==> config.mk <==
export PLATFORM = sky130hd
export DESIGN_NAME = fixed_block_pool_allocator
export DESIGN_NICKNAME = d
export VERILOG_FILES = /design/src/hdl/fpa_pkg.sv /design/src/hdl/fpa_link_ram.sv /design/src/hdl/fpa_ctrl.sv /design/src/hdl/fixed_block_pool_allocator.sv
export SDC_FILE = /design/constraint.sdc
export NUM_CORES = 2
export LEC_CHECK = 0
export BUFFER_PORTS_ARGS = -buffer_cell sky130_fd_sc_hd__buf_2
export CORE_MARGIN = 2
export CORE_UTILIZATION = 45
export CTS_BUF_LIST = sky130_fd_sc_hd__clkbuf_2
export DETAILED_ROUTE_END_ITERATION = 8
export SYNTH_ARGS = -nofsm -noshare
export SYNTH_HDL_FRONTEND = slang
export SYNTH_SLANG_ARGS = --single-unit
export TNS_END_PERCENT = 1
==> constraint.sdc <==
create_clock -name clk -period 37 [get_ports clk]
set_input_delay 0 -clock clk [delete_from_list [all_inputs] [get_ports clk]]
set_output_delay 0 -clock clk [all_outputs]
set_load 0.03 [all_outputs]
==> src/hdl/fpa_pkg.sv <==
// Shared types, codes and sizes of the fixed block pool allocator.
package fpa_pkg;

  localparam int MAX_BLOCKS    = 256;
  localparam int POINTER_BYTES = 4;
  localparam int ADDR_W        = 32;
  localparam int SIZE_W        = 16;
  localparam int IDX_W         = $clog2(MAX_BLOCKS);
  localparam int CNT_W         = $clog2(MAX_BLOCKS + 1);
  localparam int PROD_W        = IDX_W + SIZE_W;
  localparam int CFG_IDX_W     = 2;

  localparam logic [SIZE_W-1:0] SIZE_RESET = SIZE_W'(POINTER_BYTES);

  // action codes
  localparam logic [1:0] ACT_TAKE   = 2'd0;
  localparam logic [1:0] ACT_GIVE   = 2'd1;
  localparam logic [1:0] ACT_CREATE = 2'd2;

  // status codes
  localparam logic [2:0] ST_OK        = 3'd0;
  localparam logic [2:0] ST_BAD_ADDR  = 3'd1;
  localparam logic [2:0] ST_MISALIGN  = 3'd2;
  localparam logic [2:0] ST_BAD_COUNT = 3'd3;
  localparam logic [2:0] ST_BAD_SIZE  = 3'd4;
  localparam logic [2:0] ST_NONE_FREE = 3'd5;
  localparam logic [2:0] ST_FULL      = 3'd6;

  // configuration register indexes
  localparam logic [CFG_IDX_W-1:0] CFG_BASE  = 2'd0;
  localparam logic [CFG_IDX_W-1:0] CFG_SIZE  = 2'd1;
  localparam logic [CFG_IDX_W-1:0] CFG_COUNT = 2'd2;

  typedef struct packed {
    logic [1:0]       action;
    logic [IDX_W-1:0] block_index;
  } in_item_t;

  typedef struct packed {
    logic [2:0]        status;
    logic [IDX_W-1:0]  granted_index;
    logic [ADDR_W-1:0] granted_address;
    logic [CNT_W-1:0]  free_blocks;
  } out_item_t;

  typedef struct packed {
    logic [ADDR_W-1:0] base_address;
    logic [SIZE_W-1:0] block_size;
    logic [CNT_W-1:0]  block_count;
  } cfg_regs_t;

  typedef struct packed {
    logic             we;
    logic [IDX_W-1:0] waddr;
    logic [IDX_W-1:0] wdata;
    logic [IDX_W-1:0] raddr;
  } link_req_t;

  function automatic out_item_t make_result(input logic [2:0]        status,
                                            input logic [IDX_W-1:0]  gidx,
                                            input logic [ADDR_W-1:0] gaddr,
                                            input logic [CNT_W-1:0]  free_n);
    out_item_t r;
    r.status          = status;
    r.granted_index   = gidx;
    r.granted_address = gaddr;
    r.free_blocks     = free_n;
    return r;
  endfunction

endpackage

==> src/hdl/fpa_link_ram.sv <==
// Next-link memory of the free list: one write port, one registered read port.
module fpa_link_ram (
  input  logic                     clk,
  input  fpa_pkg::link_req_t       req,
  output logic [fpa_pkg::IDX_W-1:0] rdata
);

  logic [fpa_pkg::IDX_W-1:0] mem [fpa_pkg::MAX_BLOCKS];

  always_ff @(posedge clk) begin
    if (req.we) begin
      mem[req.waddr] <= req.wdata;
    end
    rdata <= mem[req.raddr];
  end

endmodule

==> src/hdl/fpa_ctrl.sv <==
// Allocator sequencer: create checks, link sweep, take and give on the link memory.
module fpa_ctrl (
  input  logic                      clk,
  input  logic                      rst,
  input  fpa_pkg::cfg_regs_t        cfg,
  input  logic                      start,
  input  fpa_pkg::in_item_t         item,
  output logic                      busy,
  output logic                      result_valid,
  output fpa_pkg::out_item_t        result,
  output fpa_pkg::link_req_t        link_req,
  input  logic [fpa_pkg::IDX_W-1:0] link_rdata
);

  typedef enum logic [2:0] {
    S_IDLE  = 3'b001,
    S_TAKE  = 3'b010,
    S_SWEEP = 3'b100
  } state_t;

  localparam logic [fpa_pkg::ADDR_W-1:0] PTR_MASK_A = fpa_pkg::ADDR_W'(fpa_pkg::POINTER_BYTES - 1);
  localparam logic [fpa_pkg::SIZE_W-1:0] PTR_MASK_S = fpa_pkg::SIZE_W'(fpa_pkg::POINTER_BYTES - 1);

  state_t                      state;
  logic [fpa_pkg::IDX_W-1:0]   head;
  logic [fpa_pkg::CNT_W-1:0]   free_count;
  logic [fpa_pkg::CNT_W-1:0]   pool_blocks;
  logic [fpa_pkg::ADDR_W-1:0]  pool_base;
  logic [fpa_pkg::SIZE_W-1:0]  pool_size;
  logic [fpa_pkg::IDX_W-1:0]   sweep_idx;
  logic [fpa_pkg::IDX_W-1:0]   sweep_last;

  logic                        accept;
  logic [2:0]                  create_status;
  logic                        give_in_range;
  logic                        give_ok;
  logic                        take_ok;
  logic [fpa_pkg::PROD_W-1:0]  prod;
  logic [fpa_pkg::ADDR_W-1:0]  grant_addr;
  logic [fpa_pkg::CNT_W-1:0]   count_minus_one;

  assign busy   = (state != S_IDLE);
  assign accept = start && !busy;

  // create checks, later ones take priority
  always_comb begin
    create_status = fpa_pkg::ST_OK;
    if (cfg.base_address == '0) begin
      create_status = fpa_pkg::ST_BAD_ADDR;
    end
    if ((cfg.base_address & PTR_MASK_A) != '0) begin
      create_status = fpa_pkg::ST_MISALIGN;
    end
    if (cfg.block_count < fpa_pkg::CNT_W'(2) ||
        cfg.block_count > fpa_pkg::CNT_W'(fpa_pkg::MAX_BLOCKS)) begin
      create_status = fpa_pkg::ST_BAD_COUNT;
    end
    if (cfg.block_size < fpa_pkg::SIZE_W'(fpa_pkg::POINTER_BYTES) ||
        (cfg.block_size & PTR_MASK_S) != '0) begin
      create_status = fpa_pkg::ST_BAD_SIZE;
    end
  end

  assign give_in_range   = fpa_pkg::CNT_W'(item.block_index) < pool_blocks;
  assign give_ok         = give_in_range && (free_count < pool_blocks);
  assign take_ok         = (free_count != '0);
  assign prod            = fpa_pkg::PROD_W'(head) * fpa_pkg::PROD_W'(pool_size);
  assign grant_addr      = pool_base + fpa_pkg::ADDR_W'(prod);
  assign count_minus_one = cfg.block_count - fpa_pkg::CNT_W'(1);

  // link memory port: sweep owns the write port while it runs
  always_comb begin
    link_req.raddr = head;
    if (state == S_SWEEP) begin
      link_req.we    = 1'b1;
      link_req.waddr = sweep_idx;
      link_req.wdata = (sweep_idx == sweep_last) ? '0 : sweep_idx + fpa_pkg::IDX_W'(1);
    end else begin
      link_req.we    = accept && (item.action == fpa_pkg::ACT_GIVE) && give_ok;
      link_req.waddr = item.block_index;
      link_req.wdata = head;
    end
  end

  always_ff @(posedge clk) begin
    if (rst) begin
      state        <= S_IDLE;
      result_valid <= 1'b0;
      head         <= '0;
      free_count   <= '0;
      pool_blocks  <= '0;
      pool_base    <= '0;
      pool_size    <= '0;
    end else begin
      result_valid <= 1'b0;
      case (state)
        S_IDLE: begin
          if (accept) begin
            case (item.action)
              fpa_pkg::ACT_TAKE: begin
                if (take_ok) begin
                  state <= S_TAKE;
                end else begin
                  result_valid <= 1'b1;
                  result <= fpa_pkg::make_result(fpa_pkg::ST_NONE_FREE, '0, '0, free_count);
                end
              end
              fpa_pkg::ACT_GIVE: begin
                result_valid <= 1'b1;
                if (!give_in_range) begin
                  result <= fpa_pkg::make_result(fpa_pkg::ST_BAD_ADDR, '0, '0, free_count);
                end else if (!give_ok) begin
                  result <= fpa_pkg::make_result(fpa_pkg::ST_FULL, '0, '0, free_count);
                end else begin
                  head       <= item.block_index;
                  free_count <= free_count + fpa_pkg::CNT_W'(1);
                  result     <= fpa_pkg::make_result(fpa_pkg::ST_OK, '0, '0,
                                                     free_count + fpa_pkg::CNT_W'(1));
                end
              end
              fpa_pkg::ACT_CREATE: begin
                if (create_status != fpa_pkg::ST_OK) begin
                  result_valid <= 1'b1;
                  result <= fpa_pkg::make_result(create_status, '0, '0, free_count);
                end else begin
                  head        <= '0;
                  free_count  <= cfg.block_count;
                  pool_blocks <= cfg.block_count;
                  pool_base   <= cfg.base_address;
                  pool_size   <= cfg.block_size;
                  sweep_idx   <= '0;
                  sweep_last  <= count_minus_one[fpa_pkg::IDX_W-1:0];
                  state       <= S_SWEEP;
                end
              end
              default: begin
                result_valid <= 1'b1;
                result <= fpa_pkg::make_result(fpa_pkg::ST_OK, '0, '0, free_count);
              end
            endcase
          end
        end
        S_TAKE: begin
          // link data for the old head is valid now
          head         <= link_rdata;
          free_count   <= free_count - fpa_pkg::CNT_W'(1);
          result_valid <= 1'b1;
          result       <= fpa_pkg::make_result(fpa_pkg::ST_OK, head, grant_addr,
                                               free_count - fpa_pkg::CNT_W'(1));
          state        <= S_IDLE;
        end
        S_SWEEP: begin
          if (sweep_idx == sweep_last) begin
            result_valid <= 1'b1;
            result <= fpa_pkg::make_result(fpa_pkg::ST_OK, '0, '0, free_count);
            state  <= S_IDLE;
          end else begin
            sweep_idx <= sweep_idx + fpa_pkg::IDX_W'(1);
          end
        end
        default: begin
          state <= S_IDLE;
        end
      endcase
    end
  end

  a_count_bound: assert property (@(posedge clk) disable iff (rst)
    free_count <= pool_blocks)
    else $error("free count exceeds pool size");

  a_head_in_pool: assert property (@(posedge clk) disable iff (rst)
    (free_count != '0) |-> (fpa_pkg::CNT_W'(head) < pool_blocks))
    else $error("free list head outside pool");

  a_take_one_cycle: assert property (@(posedge clk) disable iff (rst)
    (state == S_TAKE) |=> (state == S_IDLE) && result_valid)
    else $error("take did not finish in one cycle");

  a_sweep_in_pool: assert property (@(posedge clk) disable iff (rst)
    (state == S_SWEEP) |-> (fpa_pkg::CNT_W'(sweep_idx) < pool_blocks))
    else $error("link sweep beyond pool");

endmodule

==> src/hdl/fixed_block_pool_allocator.sv <==
// Top level of the fixed block pool allocator: configuration registers and core.
//
// Usage:
//  - Configuration: write base_address (index 0), block_size (index 1) and
//    block_count (index 2) through cfg_valid/cfg_index/cfg_data; cfg_ready is
//    always high, so a write lands at every edge with cfg_valid high. Unknown
//    indexes are ignored. Write only while the block is idle.
//  - Commands: drive item and raise start; the item is taken at an edge where
//    start is high and busy is low. Action 0 takes a block, 1 gives one back,
//    2 creates the pool from the registers.
//  - Results: one per item, on result for a single cycle with result_valid
//    high. The receiver cannot hold a result off, and none is buffered.
//  - Latency and rate: give, failed take and failed create answer in the
//    cycle after acceptance, one item per cycle. A successful take waits in
//    S_TAKE for the link memory read of the head, so it answers when it
//    leaves S_TAKE and accepts the next item then. A successful create sweeps
//    the link memory, one entry per cycle on its single write port, and
//    stays busy until the last entry is written.
//  - Reset (rst, synchronous): empties the pool and clears the registers
//    (block_size returns to 4); the link memory is not cleared.
module fixed_block_pool_allocator (
  input  logic                          clk,
  input  logic                          rst,
  input  logic                          cfg_valid,
  output logic                          cfg_ready,
  input  logic [fpa_pkg::CFG_IDX_W-1:0] cfg_index,
  input  logic [fpa_pkg::ADDR_W-1:0]    cfg_data,
  input  logic                          start,
  input  fpa_pkg::in_item_t             item,
  output logic                          busy,
  output logic                          result_valid,
  output fpa_pkg::out_item_t            result
);

  fpa_pkg::cfg_regs_t        cfg;
  fpa_pkg::link_req_t        link_req;
  logic [fpa_pkg::IDX_W-1:0] link_rdata;

  // configuration never stalls
  assign cfg_ready = 1'b1;

  // hold the register values; each write truncates to the register's width
  always_ff @(posedge clk) begin
    if (rst) begin
      cfg.base_address <= '0;
      cfg.block_size   <= fpa_pkg::SIZE_RESET;
      cfg.block_count  <= '0;
    end else if (cfg_valid && cfg_ready) begin
      case (cfg_index)
        fpa_pkg::CFG_BASE:  cfg.base_address <= cfg_data;
        fpa_pkg::CFG_SIZE:  cfg.block_size   <= cfg_data[fpa_pkg::SIZE_W-1:0];
        fpa_pkg::CFG_COUNT: cfg.block_count  <= cfg_data[fpa_pkg::CNT_W-1:0];
        default: begin
          // drop writes to unknown indexes
        end
      endcase
    end
  end

  // sequencer: checks, sweep, pop and push
  fpa_ctrl u_ctrl (
    .clk          (clk),
    .rst          (rst),
    .cfg          (cfg),
    .start        (start),
    .item         (item),
    .busy         (busy),
    .result_valid (result_valid),
    .result       (result),
    .link_req     (link_req),
    .link_rdata   (link_rdata)
  );

  // next-link storage, read data registered in the cycle after the address
  fpa_link_ram u_link_ram (
    .clk   (clk),
    .req   (link_req),
    .rdata (link_rdata)
  );

endmodule
==> results.md <==
Clock network:
- The CTS tree is yes.
- The number of clock buffers added by TritonCTS is 586.
- The clock reaches the later pin of the worst-skew pair after 1.86 ns.
- The H-tree was split into 6 levels.
- For this design, the sink count on the clock tree is 2259.
- The deepest clock path buffer count is 4.
- The clock root buffer is sky130_fd_sc_hd__clkbuf_2.
- The clock-pin transition on the worst setup and hold timing paths is between 0.1 and 0.15 ns.

Timing:
- The number of setup violations in the final report is 0.
- The total count of max-transition violations in the final report is 0.
- The final sum of negative setup slack is 0 ns.
- Setup repair after global routing left no endpoint under its margin.
- The count of endpoints failing hold in the final timing report is 0.
- The share of the cycle needed by the critical path after routing is 0.168.
- The worst setup skew after layout is around 0.18 ns.
- Timing would allow up to between 150 and 200 MHz.
- The slew at the pin with the worst max-slew slack is 1.26 ns.
- The headroom to the max-slew limit is 0.161.
- The minimum setup slack in the final design is 30.78 ns.
- For the finished layout, the period the worst path requires is 6.22 ns.

Synthesis:
- In the synthesized netlist the dominant register cell turns out to be sky130_fd_sc_hd__edfxtp_1.
- Counting flops and latches in the post-synthesis netlist gives 2259.
- The synthesized design contains 2116 enable-type register cells.
- When the netlist entered floorplanning its net count stood at approximately 5500.
- The proportion of synthesized chip area in sequential cells is 0.717.
- The synthesized netlist contains 76 unique library cells.
- During synthesis, Yosys emitted a total of 0 warnings.
- The share of flip-flops with an asynchronous set or reset after synthesis is 0.
- The post-synthesis instance total is between 5000 and 6000.
- The netlist area before placement is 92600 µm².
- The post-synthesis average cell area is 17.7 µm².

Worst setup path:
- The arrival time at the worst endpoint is between 7 and 8 ns.
- The worst setup path is captured at a register.
- The endpoint required time on the critical path is 38.55 ns.
- Of all nets on the critical path, the largest fanout is 119.
- The setup path with the least slack is of type register to register.
- The kind of start point of the critical path is a register.

Global route:
- In the global route stage, overall resource usage came out at 0.233.
- Summed over all layers, the global routing overflow is 0.
- The maximum number of pins on one net before global-route repair is between 150 and 200.
- The wire length of the first global-routing pass is 359000 µm.
- The via count of the first global-routing pass is 53300.
- The initial antenna violation count is 13.

Detailed routing:
- Wires add up to 246000 µm.
- In the final routed layout, each cell accounts on average for 27.4 µm.
- The length of the first detailed-routing pass in iterations is 6.
- The starting DRC count in detailed routing is ~6200.
- The total vias in the final route is approximately 52000.
- The via-per-instance ratio is 5.84.
- The DRC violation count after routing is 0.
- The number of routed nets with antenna violations is 0.

Floorplanning:
- The chip width is 458 µm.
- In this run the standard cell core region covers about 200000 µm².
- The initial cell density of the core is 0.453.
- For this design the top-level I/O count stands at 103.
- The die span in y is 458 µm.
- The die covers 209000 µm².
- The number of core rows is 166.

Placed design:
- The worst-case setup slack after placement is roughly 31 ns.
- Including well taps, the total number of placed cells is 7793.
- Port buffering added 101 buffers.
- The weighted congestion at the end of routability-driven global placement is about 0.84.
- Detailed placement ended at an HPWL of 140000 µm.

Pwr:
- In this run the power density over the cells is between 40 and 50 nW/µm².
- The peak supply drop is 0.0322 mV.
- The analysis attributes to cell leakage a power of 35.6 nW.

Min path:
- The worst hold path class is primary input to register.

Run:
- Across the run, the number of max-cap violations was 0.

Cells and area:
- The final non-filler cell total is about 9000.
- The final layout contains 6139 nets.
- Of the cells placed in the final design, the portion with a size suffix greater than 1 is 0.255.
- Compared with the post-synthesis result, the final layout area differs by 11.4%.

Outcome:
- The flow ran to the end, and the final reports show no timing, DRC or antenna violations.
-- critical path, stage by stage, from the launching register on --
cell                       delay, ns
sky130_fd_sc_hd__dfxtp_4        0.84
sky130_fd_sc_hd__buf_12         0.59
sky130_fd_sc_hd__nand2_1        0.15
sky130_fd_sc_hd__fa_1           0.50
sky130_fd_sc_hd__inv_1          0.05
sky130_fd_sc_hd__fa_1           0.51
sky130_fd_sc_hd__inv_1          0.06
sky130_fd_sc_hd__fa_1           0.49
sky130_fd_sc_hd__fa_1           0.49
sky130_fd_sc_hd__inv_1          0.04
sky130_fd_sc_hd__ha_1           0.33
sky130_fd_sc_hd__nand3_1        0.11
sky130_fd_sc_hd__o211ai_1       0.15
sky130_fd_sc_hd__o211ai_1       0.27
sky130_fd_sc_hd__nand3_1        0.18
sky130_fd_sc_hd__a221oi_1       0.87
sky130_fd_sc_hd__nor4_1         0.10
sky130_fd_sc_hd__o21bai_1       0.22
-- Yosys cell counts (91+ instances only) --
cell type	number	area [µm²]
sky130_fd_sc_hd__and2_1	105	657
sky130_fd_sc_hd__nand2_1	349	1310
sky130_fd_sc_hd__edfxtp_1	2116	63500
sky130_fd_sc_hd__clkbuf_1	194	728
sky130_fd_sc_hd__a21oi_1	182	911
sky130_fd_sc_hd__o22ai_1	91	569
sky130_fd_sc_hd__fa_1	106	2120
sky130_fd_sc_hd__nor2_1	345	1290
sky130_fd_sc_hd__mux2i_1	111	1110
sky130_fd_sc_hd__dfxtp_1	143	2860
sky130_fd_sc_hd__mux4_2	476	10700
sky130_fd_sc_hd__inv_1	188	706
-- stage by stage --
stage	instance area [µm²]	power, mW	hold slack [ns]	utilization
global route	103000	4.81	0.159	0.504
floorplan	92600	2.95	0.124	-
finish	103000	4.63	0.285	0.504
detailed placement	96100	3.01	0.252	0.470
CTS	103000	4.66	0.00128	0.504
global placement	96100	3.01	0.247	0.470
-- state kept, by name, summed over array words and instances (netlist names) --
name,count
u_ctrl.pool_base,32
u_ctrl.sweep_idx,8
u_link_ram.rdata,8
u_ctrl.head,8
u_ctrl.state,3
u_ctrl.sweep_last,8
cfg,57
u_ctrl.result,52
u_ctrl.pool_size,16
u_ctrl.result_valid,1
u_link_ram.mem,2048
u_ctrl.free_count,9
u_ctrl.pool_blocks,9
-- worst paths after layout --
| kind | depth (start not counted) | startpoint | to | slack, ns |
|---|---|---|---|---|
| max | 17 | u_ctrl.head[1] | u_ctrl.result[37] | 30.78 |
| min | 6 | cfg_valid | cfg[22] | 0.29 |
| max reg2reg | 17 | u_ctrl.head[1] | u_ctrl.result[37] | 30.78 |
| min reg2reg | 2 | u_ctrl.pool_blocks[1] | u_ctrl.pool_blocks[1] | 0.46 |
-- cell type report --
cell class / count / area [µm²]
Tap cell: 2688 / 3360
Sequential cell: 2259 / 66400
Fill cell: 16900 / 101000
Multi-Input combinational cell: 2471 / 24400
Timing Repair Buffer: 409 / 3450
Inverter: 188 / 706
Clock buffer: 835 / 4180
Antenna cell: 10 / 25.0
Clock inverter: 109 / 693
-- what timing repair did --
item | in CTS | in global routing
resized for setup | 0 | 0
hold endpoints to repair | 2263 | 0
hold buffers | 222 | 0
buffers inserted | 0 | 0
-- logic make-up (layout without fill, tap and decap cells) --
group | Yosys count | after routing | share of synthesized area
flip-flops | 2259 | 2259 | 0.717
AND/OR/NAND/NOR | 1024 | 1024 | 0.0503
AO/OA/AOI/OAI | 630 | 630 | 0.0452
multiplexers | 592 | 592 | 0.128
buffers and inverters | 501 | 1541 | 0.0222
adder cells (fa/ha/maj) | 176 | 176 | 0.0324
XOR/XNOR | 48 | 48 | 0.00454
other | 1 | 11 | 0.0000405
-- per-layer routing --
layer,global-route usage,up-vias,share of wire,wire (µm)
met5,0,-,0.00010,25
met3,0.0569,453,0.082,20200
met2,0.358,2377,0.47,115000
met1,0.323,27200,0.42,102000
met4,0.0913,4,0.035,8610
li1,-,22300,-,-
-- placed cells by master (no fill, tap or decap), drive strengths merged, types with 26 or more instances in the layout --
cell         count
a211oi          44
a21oi          184
a221oi          26
a22o            47
a22oi           57
a31oi           38
and2           106
buf            188
clkbuf         835
clkinv          86
dfxtp          143
dlygate4sd3    221
edfxtp        2116
fa             106
ha              70
inv            201
mux2i          111
mux4           476
nand2          349
nand3           44
nor2           345
nor3            38
nor4            35
o21ai           40
o22ai           91
xor2            30
-- power breakdown --
part	switching, mW	leakage (nW)	internal, mW	total, mW
Sequential	0.0107	22.2	2.78	2.79
Combinational	0.123	9.57	0.0624	0.185
Clock	0.991	3.83	0.664	1.65
No activity file was read; power rests on OpenSTA's default activity.
